### config.mk
export PLATFORM = sky130hd
export DESIGN_NAME = bmw_cell
export DESIGN_NICKNAME = d
export VERILOG_FILES = /design/src/rtl/core/bmw_pkg.sv /design/src/rtl/core/bmw_cell.sv
export SDC_FILE = /design/constraint.sdc
export NUM_CORES = 1
export LEC_CHECK = 0
export ABC_CLOCK_PERIOD_IN_PS = 900
export BUFFER_PORTS_ARGS = -buffer_cell sky130_fd_sc_hd__buf_4
export CAP_MARGIN = 20
export CORE_AREA = 5 5 42 44
export CTS_CLUSTER_DIAMETER = 50
export DETAILED_ROUTE_END_ITERATION = 6
export DIE_AREA = 0 0 47 49
export PLACE_DENSITY = 0.62
export SKIP_CTS_REPAIR_TIMING = 1
export SLEW_MARGIN = 10
export SYNTH_ARGS = -nofsm -noshare
export SYNTH_HDL_FRONTEND = slang
export SYNTH_SLANG_ARGS = --single-unit
### constraint.sdc
create_clock -name clk -period 0.9 [get_ports clk]
set_input_delay 0.135 -clock clk [delete_from_list [all_inputs] [get_ports clk]]
set_output_delay 0.135 -clock clk [all_outputs]
set_load 0.02 [all_outputs]
### src/rtl/core/bmw_pkg.sv
// Shared constants, register codes and cell control types for the morphology window.
package bmw_pkg;

  // Sizing
  localparam int MAX_IMAGE_WIDTH  = 1024;
  localparam int MAX_ELEMENT_SIZE = 7;
  localparam int MAX_IMAGE_HEIGHT = 1024;

  // Window side: the element register layout caps it at seven
  localparam int MASK_STRIDE = 7;
  localparam int WIN         = (MAX_ELEMENT_SIZE < MASK_STRIDE) ? MAX_ELEMENT_SIZE : MASK_STRIDE;
  localparam int HALF        = WIN / 2;
  localparam int LINE_W      = WIN - 1;

  localparam int COL_W = $clog2(MAX_IMAGE_WIDTH);
  localparam int WID_W = COL_W + 1;
  localparam int ROW_W = $clog2(MAX_IMAGE_HEIGHT);
  localparam int HGT_W = ROW_W + 1;
  localparam int DLY_W = $clog2(HALF * MAX_IMAGE_WIDTH + HALF + 1);

  // Field widths
  localparam int RGB_W      = 8 * 3;
  localparam int DIM_W      = 11;
  localparam int ELEM_W     = 3;
  localparam int MASK_W     = 49;
  localparam int XY_W       = 10;
  localparam int CFG_IDX_W  = 3;
  localparam int CFG_DATA_W = 49;

  typedef enum logic [CFG_IDX_W-1:0] {
    REG_IMAGE_WIDTH,
    REG_IMAGE_HEIGHT,
    REG_ELEMENT_WIDTH,
    REG_ELEMENT_HEIGHT,
    REG_ELEMENT_MASK,
    REG_FOREGROUND_RGB,
    REG_BACKGROUND_RGB,
    REG_OP_MODE
  } cfg_reg_t;

  // Per-cell evaluation controls: element column, rows inside the image, column inside
  typedef struct packed {
    logic [WIN-1:0] mask;
    logic [WIN-1:0] row_ok;
    logic           col_ok;
  } cell_sel_t;

  typedef struct packed {
    logic bad;   // masked, inside, background
    logic hit;   // masked, inside, foreground
  } cell_flags_t;

endpackage

### src/rtl/core/bmw_cell.sv
// Window cell: holds one column of foreground bits and scores it against the element.
module bmw_cell import bmw_pkg::*; (
  input  logic           clk,
  input  logic           rst,
  input  logic           shift,
  input  logic [WIN-1:0] col_in,
  input  cell_sel_t      sel,
  output logic [WIN-1:0] col_out,
  output cell_flags_t    flags
);

  logic [WIN-1:0] col_q;
  logic [WIN-1:0] live;

  always_ff @(posedge clk) begin
    if (rst) begin
      col_q <= '0;
    end else if (shift) begin
      col_q <= col_in;
    end
  end

  assign col_out   = col_q;
  assign live      = sel.mask & sel.row_ok & {WIN{sel.col_ok}};
  assign flags.bad = |(live & ~col_q);
  assign flags.hit = |(live & col_q);

endmodule

# --- Word-level counts from Yosys, hierarchy flattened ---
# Index checks and enable logic that the tools add are counted.
classes:
  n_bitwise: 5
  n_reduce_logical: 2
ops:
  columns: ["op", "n"]
  rows:
  - ["7-bit AND", 4]
  - ["7-bit OR reduction", 2]
  - ["7-bit inverter", 1]
word_totals:
  register_bits: 7
  inputBits: 25
  output_inout_bits: 9
  elab_cells: 8

# --- Longest topological paths before layout ---
# Gate-level depths: netlist (run 1).
depth:
  word_depth: 4
  depth_mapped: 3
  depth_no_buf: 3

# --- Least setup slack after synthesis (run 1) ---
# No wires, ideal clock.
synth_path:
  kind: "flip-flop to output port"
  start: "register col_q[3] (netlist: col_out[3])"
  end: "output port flags[1] in the netlist's numbering"
  t_arrival_ps: 1067
  n_path_buf: 0
  slack_ps: -302
  stages_incl_launch_ff: 4
  required_ps: 765
  path_cell_list: "dfxtp_1 -> nand3b_1 -> o2111ai_1 -> o31a_1"
synth_lines:
  columns: ["item", "line_no", "rtl"]
  rows:
  - ["from (decl)", "bmw_cell.sv:12", "logic [WIN-1:0] col_q;"]
  - ["from (signal assigned)", "bmw_cell.sv:19", "col_q <= col_in;"]
  - ["to (decl)", "bmw_cell.sv:9", "output cell_flags_t flags"]

==> results.toml, run 1 <==
[logic_synthesis]
avgSynthCellArea_um2 = 8.38
synthDistinctLibCells = 12
synth_seq_cells = 7
synth_nets = 68
synthCells = 43
synth_area_um2 = 360
synth-seq-area-share_pct = 38.9
yosysWarnings = 0

[finish]
drive_above_1_share_pct = 60.9
nets = 113
layout_commonest_cell = "buf_4"
diodes = 0
largest_reg_flops = 7
most-common-layout-cells = "28 x buf_4, 13 x buf_6, 8 x nor2_1"
fillCellCount = 144
syn_to_final_growth_pct = 117
post-route-util_pct = 55.7

[sta]
period_needed_ps = 1350
fmax_ghz = 0.739
final_hold_viol_count = 0
min_period_over_period_pct = 150
holdWs_ps = 91.6
setup_violations = 9
finalClockSkew_ps = 0
slew_violations = 0
setup_tns_ps = -1170
relSlewSlack_pct = 87.6
tightest_slew_ps = 187
rsz0062_at_grt = "yes"
worst_slack_ps = -453

[global_routing]
grt_pass1_vias = 517
grt_max_degree = 8
gr-total-overflow = 0
grt_util_all_layers_pct = 11.5
grt_first_pass_wirelength_um = 1940
antenna_found_initial = 0

[placement]
dp_slack_ps = -194
dp_hpwl_um = 1010
place.gp.congestion = 0.665
io_buffers = 33

[setup_path]
path_cells = "nand3b_1, o2111ai_1, o31a_1, buf_4"
worstPathArrival_ps = 1220
crit_path_max_fanout = 3
ff2ff_path_depth = 4
crit_type = "flop to output port"
path_buf_inv = 1
critPathMaxStageDelay_ps = 340
start_kind = "flop"
critPathCaptureType = "output port"
cp.required_ps = 760
worst_path_dominant_cell_family = "compound AO/OA/AOI/OAI gates"
crit_cells = 4
cp_slowest_cell = "dfxtp_4"

[clocking]
clk_pin_slew_worst_paths_ps = 50
htreeDepth = 1
clock_path_buffers = 2
cts_root_buffer = "clkbuf_4"
clk_latency_ps = 250
numCtsBuffers = 3
cts_tree = "yes"
clock_sinks = 7

[detailed_routing]
detail-route-antenna-nets = 0
vias = 476
drt_iter0_drc = 2
routed_via_density = 4.62
wl_per_cell_um = 12.0
first_pass_iters = 3
totalWireLength_um = 1240
remaining_drc_errors = 0

[run_status]
status = "complete, but fails checks"
failed_checks = "negative setup slack"

[hold_path]
hold_class = "input port to flop"
hold_depth = 2

[floorplanning]
top_level_ports = 34
core_mm2 = 0.00140
start_util_pct = 25.7
die-area_mm2 = 0.00230
die_x_um = 47
die_y_um = 49
fp-row-count = 14

[power]
vdd_drop_max_v = 0.000836
p_int_w = 0.000678
p_switching_w = 0.000248
power_frac_clock_pct = 30.9
powerDensity_mw_per_mm2 = 1190
seqPwrFrac_pct = 37.2
switching_share_pct = 26.8
combPwrFrac_pct = 31.9
p_leak_nw = 0.387

[flow_run]
cap_violations = 0
[cell type report]
class,instances,area [um^2],share of cell area [%]
clock buffers,4,26.3,3.37
flip-flops and latches,7,156,20.0
multi-input cells,35,221,28.4
repair buffers,41,357,45.7
well taps,16,20.0,2.56
[stage by stage]
step	instance area, um^2	power, W	std cells
final	781	0.000926	103
after global routing	781	0.000983	103
after CTS	719	0.000915	102
after detailed placement	693	0.000614	98
after global placement	693	0.000613	98
after floorplan	378	0.000447	43
[power groups by stage]
stage          Clock, W  Sequential [W]  Combinational (W)
2_1_floorplan         0        0.000372          0.0000745
6_report       0.000286        0.000345           0.000295
5_1_grt        0.000318        0.000346           0.000318
4_1_cts        0.000306        0.000342           0.000266
3_3_place_gp          0        0.000347           0.000266
3_5_place_dp          0        0.000348           0.000266
[synthesized netlist by cell type (all sizes together)]
cell     n  area (um^2)
o31a     1         8.76
nor2     8         30.0
nand2    4         15.0
nand3    8         40.0
mux2i    7         70.1
nand3b   3         22.5
nand4    1         6.26
dfxtp    7          140
o21a     1         7.51
o2111ai  1         8.76
buf      1         5.00
o22ai    1         6.26
[metal layers]
| layer | track usage, % | share of wire, % | vias up |
|---|---|---|---|
| met2 | 18.8 | 53 | 16 |
| met3 | 1.48 | 7.1 | 2 |
| met5 | 0 | 0 | - |
| met4 | 8.29 | 1.4 | 0 |
| met1 | 12.8 | 38 | 212 |
| li1 | - | - | 246 |
[worst paths after layout]
| path | start | to | slack, ps |
|---|---|---|---|
| worst max-delay path | col_out[3] | flags[1] | -450 |
| worst min-delay path | rst | col_out[0] | 90 |
| worst max register to register | col_out[6] | col_out[6] | 60 |
| worst min register to register | col_out[0] | col_out[0] | 610 |
[kinds of logic (layout without fill, tap and decap cells)]
| kind of cell | count (synthesis) | in the layout | share of synthesized area (%) |
|---|---|---|---|
| AO/OA/AOI/OAI | 4 | 4 | 8.68 |
| buffers and inverters | 1 | 45 | 1.39 |
| flip-flops | 7 | 7 | 38.9 |
| multiplexers | 7 | 7 | 19.4 |
| AND/OR/NAND/NOR | 24 | 24 | 31.6 |
Note: power is estimated with default switching activity, not from simulation.
==> inputs of run 2 (changes only) <==
--- a/config.mk
+++ b/config.mk
@@ -5,14 +5,14 @@
 export SDC_FILE = /design/constraint.sdc
 export NUM_CORES = 1
 export LEC_CHECK = 0
-export ABC_CLOCK_PERIOD_IN_PS = 900
+export ABC_CLOCK_PERIOD_IN_PS = 1700
 export BUFFER_PORTS_ARGS = -buffer_cell sky130_fd_sc_hd__buf_4
 export CAP_MARGIN = 20
 export CORE_AREA = 5 5 42 44
 export CTS_CLUSTER_DIAMETER = 50
 export DETAILED_ROUTE_END_ITERATION = 6
 export DIE_AREA = 0 0 47 49
-export PLACE_DENSITY = 0.62
+export PLACE_DENSITY = 0.59
 export SKIP_CTS_REPAIR_TIMING = 1
 export SLEW_MARGIN = 10
 export SYNTH_ARGS = -nofsm -noshare
==> constraint.sdc (replaced) <==
create_clock -name clk -period 1.7 [get_ports clk]
set_input_delay 0.255 -clock clk [delete_from_list [all_inputs] [get_ports clk]]
set_output_delay 0.255 -clock clk [all_outputs]
set_load 0.02 [all_outputs]
==> results.toml, run 2 (synthesis results as in run 1) <==
[placement]
dp_hpwl_um = 1050
dp.cells = 91
place.gp.congestion = 0.633
dp_slack_ps = 384
io_buffers = 33

[power]
vdd_drop_max_v = 0.000323
p_int_w = 0.000335
seqPwrFrac_pct = 40.6
power_frac_clock_pct = 32.3
powerDensity_mw_per_mm2 = 700
p_switching_w = 0.000120
finalPower_w = 0.000455
combPwrFrac_pct = 27.1
switching_share_pct = 26.4
p_leak_nw = 0.329

[global_routing]
grt_max_degree = 8
grt_util_all_layers_pct = 11.8
gr-total-overflow = 0
grt_first_pass_wirelength_um = 1980
grt_pass1_vias = 463
antenna_found_initial = 0

[floorplanning]
top_level_ports = 34
die-area_mm2 = 0.00230
core_mm2 = 0.00140
die_y_um = 49
die_x_um = 47
start_util_pct = 25.7
fp-row-count = 14

[detailed_routing]
wl_met2_um = 642
wl_met1_um = 434
top_layer_used = "met4"
first_pass_iters = 4
routed_via_density = 4.67
wl_per_cell_um = 12.7
drt_iter0_drc = 8
remaining_drc_errors = 0
vias = 444
route.met3.wl_um = 120
totalWireLength_um = 1210
detail-route-antenna-nets = 0

[clocking]
clock_sinks = 7
cts_tree = "yes"
clock_path_buffers = 2
htreeDepth = 1
clk_pin_slew_worst_paths_ps = 50
numCtsBuffers = 3
clk_latency_ps = 240
cts_root_buffer = "clkbuf_4"

[setup_path]
timing.rr.start = "col_out[2]"
ff2ff_path_depth = 2
rrSetupSlack_ps = 1060
path_cells = "nand3b_1, o2111ai_1, o31a_1, buf_4"
r2r-end = "col_out[2]"
critPathCaptureType = "output port"
path_buf_inv = 1
critPathMaxStageDelay_ps = 360
crit_type = "flop to output port"
start_kind = "flop"
worstPathArrival_ps = 1300
crit_path_max_fanout = 4
worst_path_dominant_cell_family = "compound AO/OA/AOI/OAI gates"
cp_slowest_cell = "dfxtp_1"
startpoint = "col_out[3]"
cp.required_ps = 1440

[sta]
setup_tns_ps = 0
tightest_slew_ps = 174
min_period_over_period_pct = 91.8
worst_slack_ps = 140
rsz0062_at_grt = "no"
final_hold_viol_count = 0
period_needed_ps = 1560
relSlewSlack_pct = 88.4
setup_violations = 0
slew_violations = 0
fmax_ghz = 0.641
finalClockSkew_ps = 0

[finish]
most-common-layout-cells = "33 x buf_4, 8 x nor2_1, 8 x nand3_1"
fin_cells = 95
largest_reg_flops = 7
drive_above_1_share_pct = 45.6
diodes = 0
syn_to_final_growth_pct = 80.2
nets = 105
layout_commonest_cell = "buf_4"
post-route-util_pct = 46.3

[hold_path]
hold_depth = 2
hold_end = "col_out[2]"
hold_class = "input port to flop"
min_from = "rst"

[flow_run]
cap_violations = 0

[run_status]
status = "completed"
==> run 2: cell types whose count changed in the layout (fill, tap and decap cells not counted) <==
| cell | change |
|---|---|
| dfxtp_1 | +7 |
| buf_4 | +5 |
| dfxtp_2 | -4 |
| o21a_2 | -1 |
| o21a_1 | +1 |
| nand3_2 | -1 |
| nand3_1 | +1 |
| buf_6 | -13 |
| dfxtp_4 | -3 |
==> run 2: layout make-up <==
cell class	instances	area, um^2
sequential	7	140
tap	16	20.0
clock buffer	4	26.3
multi-input combinational	35	215
fill	154	752
timing repair buffer	33	248
==> run 2: worst max path at each step <==
stage               endpoint  cells past startpoint
global route        flags[1]                      4
finish              flags[1]                      4
detailed placement  flags[1]                      4
floorplan           flags[1]                      3
CTS                 flags[1]                      4
global placement    flags[1]                      4
==> run 2: worst register-to-register path: cells and delay by family, from the launching register on <==
kind,cells,cell delay [ps]
DFF,1,340
muxes,1,150
and+or+nand+nor,1,50
==> run 2: power by group through the flow <==
| stage | sequential, W | clock, W | combinational, W |
|---|---|---|---|
| after floorplan | 0.000197 | 0 | 0.0000391 |
| after global placement | 0.000187 | 0 | 0.000125 |
| after detailed placement | 0.000188 | 0 | 0.000125 |
| after CTS | 0.000185 | 0.000154 | 0.000125 |
| after global routing | 0.000187 | 0.000163 | 0.000135 |
| final | 0.000185 | 0.000147 | 0.000123 |
==> run 2: metrics by stage <==
stage	hold WS [ps]	cell area, um^2
2_1_floorplan	327	360
3_3_place_gp	487	623
3_5_place_dp	481	623
4_1_cts	218	649
5_1_grt	222	649
6_report	225	649
==> run 2: layer usage <==
metal  GRT usage (%)  up-vias
met2            19.5       19
met3            2.95        2
li1                -      227
met1            13.0      196
met5               0        -
met4            6.91        0
